`src/rtl/gckm_pkg.sv`:
```
// ---------------------------------------------------------------------------
// gckm_pkg: shared types and constants of the checked gain mixer
// Field widths, status and register codes, and the packet that moves
// along the row of mixer cells.
// ---------------------------------------------------------------------------
package gckm_pkg;

   localparam int SRC_COUNT       = 6;   // source fields on the request channel
   localparam int SAMPLE_W        = 18;
   localparam int GAIN_W          = 18;
   localparam int PROD_W          = SAMPLE_W + GAIN_W;
   // Running sum width: covers +/-ONE up to 2^30 and a scaled term at the
   // smallest gain fraction width.
   localparam int ACC_W           = 32;
   localparam int STATUS_W        = 2;
   localparam int CSR_INDEX_W     = 3;
   localparam int CSR_DATA_W      = 18;
   localparam int COUNT_W         = 3;

   localparam int MAX_SOURCES_DEF      = 6;
   localparam int SAMPLE_FRAC_BITS_DEF = 16;
   localparam int GAIN_FRAC_BITS_DEF   = 14;

   // Status codes
   localparam logic [STATUS_W-1:0] ST_OK    = 2'd0;
   localparam logic [STATUS_W-1:0] ST_INPUT = 2'd1;
   localparam logic [STATUS_W-1:0] ST_MIX   = 2'd2;

   // Register indexes
   localparam logic [CSR_INDEX_W-1:0] REG_ACTIVE = 3'd0;
   localparam logic [CSR_INDEX_W-1:0] REG_MASTER = 3'd1;
   localparam logic [CSR_INDEX_W-1:0] REG_GAIN_0 = 3'd2;
   localparam logic [CSR_INDEX_W-1:0] REG_GAIN_1 = 3'd3;
   localparam logic [CSR_INDEX_W-1:0] REG_GAIN_2 = 3'd4;
   localparam logic [CSR_INDEX_W-1:0] REG_GAIN_3 = 3'd5;
   localparam logic [CSR_INDEX_W-1:0] REG_GAIN_4 = 3'd6;
   localparam logic [CSR_INDEX_W-1:0] REG_GAIN_5 = 3'd7;

   // Reset values
   localparam logic [COUNT_W-1:0]       ACTIVE_RESET = 3'd1;
   localparam logic [COUNT_W-1:0]       MASTER_RESET = 3'd0;
   localparam logic signed [GAIN_W-1:0] GAIN_RESET   = 18'sd16384;

   typedef struct packed {
      logic [SRC_COUNT-1:0][SAMPLE_W-1:0] samples;
      logic signed [ACC_W-1:0]            sum;
      logic [STATUS_W-1:0]                status;
      logic                               frame_end;
   } gckm_pkt_type;

endpackage

```
`src/rtl/gckm_cell.sv`:
```
// ---------------------------------------------------------------------------
// gckm_cell: one mixer cell
// Checks its tap sample, scales it by its gain, adds it to the running sum
// and checks the sum. Two register stages: product, then sum.
// ---------------------------------------------------------------------------
module gckm_cell
   import gckm_pkg::*;
#(
   parameter int SAMPLE_FRAC_BITS = SAMPLE_FRAC_BITS_DEF,
   parameter int GAIN_FRAC_BITS   = GAIN_FRAC_BITS_DEF
) (
   input  logic                       clock,
   input  logic                       reset,
   input  logic                       tap_en,
   input  logic signed [SAMPLE_W-1:0] tap_sample,
   input  logic signed [GAIN_W-1:0]   tap_gain,
   input  logic                       up_valid,
   output logic                       up_ready,
   input  gckm_pkt_type               up_pkt,
   output logic                       dn_valid,
   input  logic                       dn_ready,
   output gckm_pkt_type               dn_pkt
);

   localparam logic signed [ACC_W-1:0]  ONE_VAL    = ACC_W'(64'sd1 <<< SAMPLE_FRAC_BITS);
   localparam logic signed [ACC_W-1:0]  NEG_ONE    = -ONE_VAL;
   localparam logic signed [PROD_W-1:0] ROUND_HALF = PROD_W'(64'sd1 <<< (GAIN_FRAC_BITS - 1));

   // stage A: check and multiply
   logic                       a_valid_ff;
   gckm_pkt_type               a_pkt_ff, a_pkt_in;
   logic signed [PROD_W-1:0]   a_prod_ff, a_prod_in;
   logic                       a_add_ff, a_add_in;
   logic                       a_adv;
   logic signed [ACC_W-1:0]    smp_ext;
   logic                       smp_ok;

   // stage B: round, add, check
   logic                       b_valid_ff;
   gckm_pkt_type               b_pkt_ff, b_pkt_in;
   logic                       b_adv;
   logic signed [ACC_W-1:0]    scaled;
   logic signed [ACC_W-1:0]    sum_new;

   assign b_adv    = !b_valid_ff || dn_ready;
   assign a_adv    = !a_valid_ff || b_adv;
   assign up_ready = a_adv;

   assign smp_ext = ACC_W'(tap_sample);
   assign smp_ok  = (smp_ext >= NEG_ONE) && (smp_ext <= ONE_VAL);

   always_comb begin
      a_pkt_in  = up_pkt;
      a_add_in  = 1'b0;
      a_prod_in = tap_sample * tap_gain;
      if (tap_en && (up_pkt.status == ST_OK)) begin
         if (smp_ok) begin
            a_add_in = 1'b1;
         end else begin
            a_pkt_in.status = ST_INPUT;
         end
      end
   end

   assign scaled  = ACC_W'((a_prod_ff + ROUND_HALF) >>> GAIN_FRAC_BITS);
   assign sum_new = a_pkt_ff.sum + scaled;

   always_comb begin
      b_pkt_in = a_pkt_ff;
      if (a_add_ff) begin
         if ((sum_new >= NEG_ONE) && (sum_new <= ONE_VAL)) begin
            b_pkt_in.sum = sum_new;
         end else begin
            b_pkt_in.status = ST_MIX;
         end
      end
   end

   always_ff @(posedge clock) begin
      if (reset) begin
         a_valid_ff <= 1'b0;
         b_valid_ff <= 1'b0;
      end else begin
         if (a_adv) begin
            a_valid_ff <= up_valid;
         end
         if (b_adv) begin
            b_valid_ff <= a_valid_ff;
         end
      end
   end

   always_ff @(posedge clock) begin
      if (a_adv && up_valid) begin
         a_pkt_ff  <= a_pkt_in;
         a_prod_ff <= a_prod_in;
         a_add_ff  <= a_add_in;
      end
      if (b_adv && a_valid_ff) begin
         b_pkt_ff <= b_pkt_in;
      end
   end

   assign dn_valid = b_valid_ff;
   assign dn_pkt   = b_pkt_ff;

endmodule

```
`config.mk`:
```
export PLATFORM = sky130hd
export DESIGN_NAME = gckm_cell
export DESIGN_NICKNAME = d
export VERILOG_FILES = /design/src/rtl/gckm_pkg.sv /design/src/rtl/gckm_cell.sv
export SDC_FILE = /design/constraint.sdc
export NUM_CORES = 1
export LEC_CHECK = 0
export BUFFER_PORTS_ARGS = -buffer_cell sky130_fd_sc_hd__buf_2
export CORE_ASPECT_RATIO = 1.4
export CORE_MARGIN = 5
export CORE_UTILIZATION = 46
export DETAILED_ROUTE_END_ITERATION = 6
export GPL_TIMING_DRIVEN = 0
export PLACE_DENSITY_LB_ADDON = 0.08
export SYNTH_ARGS = -nofsm -noshare
export SYNTH_HDL_FRONTEND = slang
export SYNTH_SLANG_ARGS = --single-unit
```
`constraint.sdc`:
```
create_clock -name clock -period 8 [get_ports clock]
set_input_delay 1.6 -clock clock [delete_from_list [all_inputs] [get_ports clock]]
set_output_delay 1.6 -clock clock [all_outputs]
set_load 0.05 [all_outputs]
```
---- Word-level counts from Yosys, hierarchy flattened ----
Index checks and enable logic that the tools add are counted.
operators by class
  add/sub/neg operators ................... 2
  multiply operators ...................... 1
  $lt $le $gt $ge ......................... 4
  mux-type cells .......................... 6
  reduce and logical (&&, ||, !) cells .... 10
operators by type and width
  operator                                                          number
  adder 36 x 15 -> 36 bit, second input constant                    1
  multiplier 18 x 18 -> 36 bit                                      1
  2-to-1 mux 34 bit                                                 1
  adder 32 x 22 -> 32 bit                                           1
  >= comparator 32 x 17 -> 1 bit, second input constant             1
  less-or-equal comparator 32 x 18 -> 1 bit, second input constant  1
  2-to-1 mux 32 bit                                                 1
  >= comparator 18 x 17 -> 1 bit, second input constant             1
  less-or-equal comparator 18 bit, second input constant            1
  2-to-1 mux 2 bit                                                  3
  logical AND 1 bit                                                 5
  zero test 1 bit                                                   2
  zero test 2 bit                                                   1
  logical OR 1 bit                                                  2
  2-to-1 mux 1 bit                                                  1
word-level totals
  bits in registers ....................... 325
  output and inout port bits .............. 145

---- Depth between registers and ports, before layout ----
Gate-level depths: netlist of run 1.
  word-level depth ........................ 6
  mapped depth ............................ 27

---- Worst setup path after synthesis of run 1 ----
Ideal clock, no wire load.
  path kind ............................... input -> register
  start ................................... input dn_ready
  end ..................................... register b_pkt_ff, in the netlist dn_pkt[0], enable pin
  library setup time ...................... 665 ps
  arrival time ............................ 7998 ps
  data required time ...................... 7335 ps
  path slack .............................. -662 ps
  cell stages on the path ................. 2
  path buffers ............................ 0
  path through ............................ nor2b_1 -> nor2b_1
between the ends
  longest elaborated chain between the ends .. 2
ends and longest elaborated chain
  element               RTL line          text
  from (decl)           gckm_cell.sv:21   input logic dn_ready,
  logical OR 1 bit      gckm_cell.sv:45   assign b_adv = !b_valid_ff || dn_ready;
  logical AND 1 bit     gckm_cell.sv:99   if (b_adv && a_valid_ff) begin
  to (signal assigned)  gckm_cell.sv:100  b_pkt_ff <= b_pkt_in;
  to (decl)             gckm_cell.sv:40   gckm_pkt_type b_pkt_ff, b_pkt_in;
Every way passes these cells.
A chain may end at the register's enable or synchronous reset.

---- Final worst setup path of run 1 ----
  start ................................... input tap_gain[6]
  end ..................................... register a_prod_ff[34], data pin
between the ends
  longest elaborated chain between the ends .. 1
ends and longest elaborated chain
  element                       RTL line         text
  from (decl)                   gckm_cell.sv:16  input logic signed [GAIN_W-1:0] tap_gain,
  multiplier 18 x 18 -> 36 bit  gckm_cell.sv:55  a_prod_in = tap_sample * tap_gain;
  named net a_prod_in[34]       gckm_cell.sv:32  logic signed [PROD_W-1:0] a_prod_ff, a_prod_in;
  to (signal assigned)          gckm_cell.sv:96  a_prod_ff <= a_prod_in;
  to (decl)                     gckm_cell.sv:32
The timed path passes the listed nets, and every way through them passes these cells.

==> results of run 1 <==
registers in the layout, summed over array words and instances (netlist names):
signal	flops
dn_valid	1
a_pkt_ff	143
dn_pkt	143
a_valid_ff	1
a_prod_ff	23
a_add_ff	1
layer usage:
layer	global-route usage, %	part of all wire [%]	routed length, um	vias up
met5	0	0.13	80	-
met4	6.91	3.6	2220	12
met3	3.41	6.1	3740	122
met2	40.5	53	32700	499
met1	25.0	37	23000	7936
li1	-	-	-	7362
metrics by stage:
step                      setup WS [ns]  hold slack, ns  setup TNS (ns)
after floorplan                   0.255           0.400               0
after global placement            -1.39           0.400          -32.77
after detailed placement          -1.50           0.405          -18.85
after CTS                        0.0169           0.417               0
after global routing             0.0175           0.424               0
final                             0.381           0.415               0
cell usage after synthesis (10+ instances only):
| cell | number |
|---|---|
| or3_1 | 10 |
| ha_1 | 120 |
| mux2_4 | 15 |
| nor2_1 | 55 |
| o211ai_1 | 10 |
| a21oi_1 | 47 |
| and3_1 | 14 |
| nand2b_1 | 13 |
| nor3_1 | 12 |
| xnor2_1 | 49 |
| o21ai_0 | 48 |
| and2_1 | 168 |
| nand3_1 | 31 |
| edfxtp_1 | 310 |
| a21o_1 | 18 |
| inv_1 | 425 |
| clkbuf_1 | 69 |
| xor2_1 | 23 |
| fa_1 | 329 |
| nand2_1 | 171 |
critical path, cell delays in order:
cell and delay [ns]:
buf_2 0.25, clkbuf_1 0.50, nand2_1 0.26, fa_1 0.60, inv_1 0.08, fa_2 0.67
fa_1 0.48, fa_1 0.50, fa_1 0.49, inv_1 0.05, fa_1 0.47, inv_1 0.04
ha_1 0.33, a21o_1 0.18, a21o_1 0.17, a21oi_1 0.17, o21ai_0 0.11, a21oi_1 0.21
nor2b_1 0.10, a211oi_2 0.26, o21bai_1 0.13, a21oi_1 0.19, xnor2_1 0.08
timing repair:
item,in CTS,in global routing
gates resized for setup,26,30
endpoints found under the setup margin,15,12
hold buffers,0,0
final cells by class:
type / instances / area share [%]
multi-input combinational: 1266 / 47.1
clock inverter: 21 / 0.846
antenna: 2 / 0.0179
buffer: 72 / 1.22
sequential: 312 / 33.5
clock buffer: 29 / 2.44
tap: 707 / 3.17
timing repair buffer: 315 / 6.04
inverter: 425 / 5.71
report_power, final:
| part | switching, mW | internal, mW |
|---|---|---|
| Clock | 0.603 | 0.759 |
| Sequential | 0.0768 | 2.48 |
| Combinational | 5.54 | 4.16 |
logic make-up after synthesis:
kind of cell             count (synthesis)  synth area share (%)
adder cells (fa/ha/maj)                449                  33.2
XOR/XNOR                                73                  2.68
AO/OA/AOI/OAI                          207                  5.81
buffers and inverters                  500                  7.82
AND/OR/NAND/NOR                        516                  11.0
flip-flops                             312                  38.4
multiplexers                            21                  1.18
worst min path at each step:
stage                       end  cells past startpoint
floorplan             dn_pkt[0]                      0
global placement     dn_pkt[76]                      0
detailed placement  dn_pkt[113]                      0
CTS                  dn_pkt[76]                      0
global route         dn_pkt[52]                      0
finish               dn_pkt[76]                      0
==> results.yml, run 1 <==
floorplanning:
  initial_core_util_pct: 46.6
  die_area_sq_um: 57700
  num_rows: 99
  coreArea_sq_um: 52300
  fp.dieW_um: 205
  die_y_um: 282
  ios: 329
clock_network:
  clk_latency_ns: 0.56
  cts_setup_buffers: 0
  cts_tree: "yes"
  cts-buffers-inserted: 27
  cts.root.buffer_cell: "clkbuf_16"
  clkSinkCount: 312
  path_clk_slew_ns: 0.07
  htree_num_levels: 1
  cts_max_path_buffers: 3
worst_setup_path:
  startpoint: "tap_gain[6]"
  cp_max_fo: 10
  r2r_end: "dn_pkt[16]"
  worst-r2r-setup-slack_ns: 1.43
  rr_startpoint: "a_prod_ff[13]"
  endpoint_kind: "flip-flop"
  rr_worst_depth: 17
  path_class: "primary input to flip-flop"
  critical_path_required_ns: 8.30
  critPathCapture: "a_prod_ff[34]"
  critPathArrivalTime_ns: 7.92
  worstSetupStartpointType: "primary input"
placed_design:
  dp_hpwl_um: 51900
  place_inst: 3100
  place_congestion: 0.876
  port_buffers: 308
  placed_cell_area_sq_um: 27000
sta:
  worst_slew_pin_slew_ns: 0.905
  period_minus_slack_ns: 7.62
  fmax_mhz: 131
  slew_headroom_pct: 37.9
  drv_slew: 0
  finalSetupViolCount: 0
  rsz0062_at_grt: "false"
  hold_viol: 0
  post-route-period-util_pct: 95.2
  clock_skew_ns: 0.0163
synth:
  synthCells: 2078
  synth_enable_flop_cells: 310
  synth-main-ff-cell: "edfxtp_1"
  syn_nets: 2711
  ys_types: 75
  yosysSeqAreaShare_pct: 38.4
  synth_seq_cells: 312
  synth_area_leaders: "edfxtp_1 38%, fa_1 27%, inv_1 6.5%"
  synth_area_sq_um: 24400
  synth_top_cell_by_area: "edfxtp_1"
  synthArstFlopShare_pct: 0
  yosys.area.top_type_share_pct: 38.2
  yosysWarnings: 0
  syn_avg_cell_area_sq_um: 11.7
min_path:
  worstHoldStart: "a_pkt_ff[76]"
  hp-class: "flip-flop to flip-flop"
routing:
  route.vias.total: 15900
  finalWirelength_um: 61700
  drt_iter0_drc: 738
  vias_per_cell: 5.06
  first_pass_iters: 5
  remaining_drc_errors: 0
  wl_per_cell_um: 19.6
  drtAntennaViolNets: 0
global_routing:
  antenna_found_initial: 10
  grt-ovfl-total: 0
  grt_pass1_wl_um: 96400
  grt_use_total_pct: 21.5
  grt_pass1_vias: 17300
  grt_max_degree: 49
power:
  finalPower_mw: 13.6
  peakVddDrop_mv: 0.669
  cellPowerDensity_nw_per_um2: 487
  p_leak_nw: 12.5
layout:
  drive_above_1_share_pct: 17.9
  final_area_sq_um: 27900
  seq_area_sq_um: 9350
  stdcell_count: 3149
  fillers: 4753
  syn_to_final_growth_pct: 14.7
  utilization_pct: 53.5
  final_common_cell: "inv_1"
  final_nets: 3052
  multi_input_area_sq_um: 13200
  final_cell_mix: "425 x inv_1, 328 x fa_1, 310 x buf_2, 310 x edfxtp_1, 171 x nand2_1"
run:
  drv_cap: 0
outcome:
  status: "complete, no violations"
No activity file was read; power rests on OpenSTA's default activity.
==> run 2: changes to the inputs <==
CORE_ASPECT_RATIO = 1.1   (was 1.4)
==> results.yml, run 2 (synthesis results as in run 1) <==
sta:
  drv_slew: 0
  clock_skew_ns: 0.0188
  period_minus_slack_ns: 7.65
  post-route-period-util_pct: 95.7
  worst_slew_pin_slew_ns: 0.999
  finalSetupViolCount: 0
  rsz0062_at_grt: "false"
  fmax_mhz: 131
  slew_headroom_pct: 33.1
  hold_viol: 0
routing:
  remaining_drc_errors: 0
  vias_per_cell: 5.14
  drtAntennaViolNets: 0
  route.vias.total: 16100
  first_pass_iters: 5
  finalWirelength_um: 62000
  wl_per_cell_um: 19.9
  drt_iter0_drc: 826
clock_network:
  cts_hold_buf: 0
  clk_latency_ns: 0.56
  cts_max_path_buffers: 3
  cts-buffers-inserted: 28
  clkSinkCount: 312
  cts_resized: 28
  cts_setup_buffers: 0
  htree_num_levels: 1
  path_clk_slew_ns: 0.07
  cts_tree: "yes"
  cts.root.buffer_cell: "clkbuf_16"
power:
  peakVddDrop_mv: 0.565
  p_leak_nw: 12.6
  cellPowerDensity_nw_per_um2: 484
global_routing:
  grt_max_degree: 60
  grt_pass1_wl_um: 97100
  grt_pass1_vias: 16900
  grt_use_total_pct: 21.4
  antenna_found_initial: 9
  grt-ovfl-total: 0
outcome:
  status: "complete, no violations"
layout:
  final_nets: 3054
  final_cell_mix: "425 x inv_1, 328 x fa_1, 310 x buf_2, 310 x edfxtp_1, 171 x nand2_1"
  drive_above_1_share_pct: 18.1
  stdcell_count: 3120
  syn_to_final_growth_pct: 14.6
  final_common_cell: "inv_1"
  final_area_sq_um: 27900
floorplanning:
  coreArea_sq_um: 52400
  initial_core_util_pct: 46.5
  ios: 329
  num_rows: 88
  die_y_um: 251
  die_area_sq_um: 57700
  fp.dieW_um: 229
worst_setup_path:
  critical_path_required_ns: 8.30
  critPathCapture: "a_prod_ff[29]"
  cp_slowest_cell: "fa_1"
  slowest_delay_ns: 0.52
  critPathArrivalTime_ns: 7.96
  rr_startpoint: "a_prod_ff[14]"
  rr_worst_depth: 17
  r2r_end: "dn_pkt[17]"
  worstSetupStartpointType: "primary input"
  path_class: "primary input to flip-flop"
  critPathMostFrequentCell: "fa_1"
  worst-r2r-setup-slack_ns: 1.39
  cp_max_fo: 10
  endpoint_kind: "flip-flop"
  path_cells: "clkbuf_2 > clkbuf_1 > nand2_1 > fa_1 > inv_1 > fa_1 > fa_1 > fa_1 > fa_1 > inv_1 > fa_1 > inv_1 > ha_1 > a21o_1 > a221o_1 > a21oi_1 > o21ai_0 > o21ai_1 > a21oi_2 > a211oi_1 > o21bai_1 > a21oi_1 > xnor2_1"
  startpoint: "tap_gain[11]"
min_path:
  hp-class: "flip-flop to flip-flop"
run:
  drv_cap: 0
placed_design:
  port_buffers: 308
  place_inst: 3068
  placed_cell_area_sq_um: 26900
  dp_hpwl_um: 51400
  place_congestion: 0.877
run 2: changes by cell type in the layout (fill, tap and decap cells not counted), moves of 2 or more:
cell        delta
buf_12         -2
buf_16         +2
clkbuf_1       -9
clkbuf_2      +11
clkinv_1       +5
clkinv_2       -2
clkinvlp_4     -2
diode_2        +2
inv_6          -2
run 2: critical path: cells and delay by family:
family	cells	cell delay (ns)
AOI/OAI and AO/OA	9	1.88
adders and majority gates	7	3.30
buffers and inverters	5	0.94
and+or+nand+nor	1	0.14
xor gates and xnor gates	1	0.08
run 2: stage by stage:
| stage | utilization (%) | hold WS [ns] | setup slack [ns] | TNS [ns] | total power [mW] |
|---|---|---|---|---|---|
| global route | 53.3 | 0.417 | 0.0762 | 0 | 15.0 |
| finish | 53.3 | 0.405 | 0.347 | 0 | 13.5 |
| detailed placement | 51.4 | 0.405 | -1.46 | -21.49 | 12.2 |
| global placement | 51.1 | 0.400 | -1.52 | -40.70 | 12.0 |
| CTS | 53.2 | 0.406 | 0.00868 | 0 | 13.6 |
| floorplan | - | 0.400 | 0.255 | 0 | 9.96 |
run 2: cell type report:
cell class | count | area (sq um)
Buffer | 73 | 359
Multi-Input combinational cell | 1266 | 13200
Tap cell | 675 | 845
Clock buffer | 30 | 708
Clock inverter | 20 | 206
Timing Repair Buffer | 315 | 1700
Fill cell | 4650 | 24500
Sequential cell | 312 | 9350
Antenna cell | 4 | 10.0
Inverter | 425 | 1600
run 2: power by group:
group	switching (mW)	internal [mW]	leakage, nW
sequential	0.0786	2.48	2.99
clock	0.579	0.741	0.442
combinational	5.49	4.14	9.15
run 2: how the worst min path moves through the flow:
stage | end | depth (start not counted) | startpoint
finish | dn_pkt[113] | 0 | a_pkt_ff[113]
CTS | dn_pkt[139] | 0 | a_pkt_ff[139]
detailed placement | dn_pkt[119] | 0 | a_pkt_ff[119]
floorplan | dn_pkt[0] | 0 | a_pkt_ff[0]
global route | dn_pkt[65] | 0 | a_pkt_ff[65]
global placement | dn_pkt[122] | 0 | a_pkt_ff[122]
run 2: routing by layer:
metal / wire length [um] / up-vias / global-route usage, % / share of wire, %
li1: - / 7379 / - / -
met5: 61 / - / 0 / 0.098
met3: 3540 / 92 / 2.93 / 5.7
met1: 25600 / 8090 / 28.1 / 41
met2: 31300 / 480 / 38.0 / 51
met4: 1420 / 10 / 5.14 / 2.3
==> run 3: changes to the inputs <==
GPL_TIMING_DRIVEN = not set   (was 0)
REMOVE_ABC_BUFFERS = 1   (was not set)
==> results.yml, run 3 (synthesis results as in run 1) <==
worst_setup_path:
  startpoint: "tap_sample[5]"
  rr_startpoint: "a_prod_ff[15]"
  cp_max_fo: 11
  endpoint_kind: "flip-flop"
  critPathArrivalTime_ns: 7.79
  path_class: "primary input to flip-flop"
  critical_path_required_ns: 8.30
  worstSetupStartpointType: "primary input"
power:
  combPwrFrac_pct: 71.2
  internal-power_mw: 7.34
  cellPowerDensity_nw_per_um2: 477
  p_clk_share_pct: 9.5
  peakVddDrop_mv: 0.476
  p_leak_nw: 12.5
  sw_frac_of_total_pct: 44.6
  p_switching_mw: 5.92
  seqPwrFrac_pct: 19.3
  finalPower_mw: 13.3
sta:
  rsz0062_at_grt: "false"
  hold_viol: 0
  post-route-period-util_pct: 93.6
  slew_headroom_pct: 30.7
  clock_skew_ns: 0.0164
  hold_ws_ns: 0.410
  fmax_mhz: 134
  setup_tns_ns: 0
  finalSetupViolCount: 0
  drv_slew: 0
  worst_slew_pin_slew_ns: 1.04
  period_minus_slack_ns: 7.49
global_routing:
  grt-ovfl-total: 0
  grt_use_total_pct: 20.2
  antenna_found_initial: 6
  grt_pass1_vias: 16700
  grt_max_degree: 78
  grt_pass1_wl_um: 93300
placed_design:
  place_inst: 3055
  port_buffers: 328
  dp_hpwl_um: 49500
  place_congestion: 0.898
routing:
  route.vias.total: 15700
  drtAntennaViolNets: 0
  wl_per_cell_um: 19.0
  vias_per_cell: 5.06
  drt_iter0_drc: 828
  finalWirelength_um: 59000
  first_pass_iters: 5
  remaining_drc_errors: 0
layout:
  stdcell_count: 3108
  utilization_pct: 53.0
  final_nets: 3042
  fillers: 4610
  final_cell_mix: "425 x inv_1, 329 x fa_1, 328 x buf_2, 310 x edfxtp_1, 171 x nand2_1"
  drive_above_1_share_pct: 18.5
  final_common_cell: "inv_1"
  syn_to_final_growth_pct: 14.0
clock_network:
  cts_hold_buf: 0
  clkSinkCount: 312
  cts_tree: "yes"
  clk_latency_ns: 0.56
  cts_max_path_buffers: 3
  cts-buffers-inserted: 27
  path_clk_slew_ns: 0.06
  cts.root.buffer_cell: "clkbuf_16"
  htree_num_levels: 1
floorplanning:
  fp.dieW_um: 229
  die_y_um: 251
  initial_core_util_pct: 46.5
  die_area_sq_um: 57700
  coreArea_sq_um: 52400
  num_rows: 88
  ios: 329
min_path:
  hp-class: "flip-flop to flip-flop"
  worstHoldStart: "a_pkt_ff[128]"
outcome:
  status: "complete, no violations"
run:
  drv_cap: 0
run 3: changes by cell type in the layout (fill, tap and decap cells not counted), sizes merged:
cell and delta:
inv +1, bufinv -1, clkinv -4, clkbuf -69, buf +57, clkinvlp +4
run 3: critical path: stages:
cell and delay, ns:
buf_2 0.19, buf_4 0.21, and2_1 0.16, fa_1 0.48, inv_1 0.05, fa_1 0.40, fa_1 0.55, inv_1 0.06
fa_1 0.50, fa_1 0.55, inv_1 0.05, fa_1 0.52, inv_1 0.04, ha_1 0.34, and3_1 0.19, nand3_1 0.08
a2111oi_0 0.41, buf_4 0.19, o21ai_0 0.15, a21oi_1 0.43, a211oi_1 0.16, o21bai_1 0.24, a21oi_1 0.12, xnor2_1 0.13
run 3: what timing repair did:
item                                   in CTS  in global routing
endpoints found under the hold margin       0                  0
gates resized for setup                     0                  1
setup endpoints to repair                   0                  1
buffers inserted                            0                  0
run 3: cell type report:
type | instances | area, sq um | share of cell area, %
Inverter | 425 | 1600 | 5.74
Timing Repair Buffer | 377 | 2010 | 7.23
Clock buffer | 29 | 683 | 2.46
Tap cell | 675 | 845 | 3.04
Clock inverter | 20 | 166 | 0.599
Sequential cell | 312 | 9350 | 33.6
Antenna cell | 4 | 10.0 | 0.0360
Multi-Input combinational cell | 1266 | 13100 | 47.3
run 3: power groups by stage:
| stage | logic [mW] | registers, mW | clock network (mW) |
|---|---|---|---|
| after CTS | 9.59 | 2.56 | 1.31 |
| after floorplan | 7.22 | 2.71 | 0 |
| after global routing | 10.9 | 2.58 | 1.36 |
| final | 9.43 | 2.56 | 1.26 |
| after detailed placement | 9.54 | 2.60 | 0 |
| after global placement | 9.33 | 2.59 | 0 |
run 3: worst paths after layout:
| path | depth (start not counted) | slack (ns) | to |
|---|---|---|---|
| max | 24 | 0.51 | a_prod_ff[29] |
| min | 0 | 0.41 | dn_pkt[128] |
| max reg2reg | 15 | 1.94 | dn_pkt[4] |
| min reg2reg | 0 | 0.41 | dn_pkt[128] |
run 3: stage by stage:
stage	worst slack [ns]	instance area, sq um
after global placement	-0.0854	26900
after detailed placement	-0.202	26900
final	0.512	27800
after CTS	0.375	27800
after global routing	0.0302	27800
after floorplan	-0.662	24100
run 3: layer usage:
layer	vias up	wire (um)	GRT usage, %
met5	-	32	0
met4	6	1080	4.19
li1	7352	-	-
met2	436	28900	34.9
met1	7861	25800	27.4
met3	73	3200	3.21
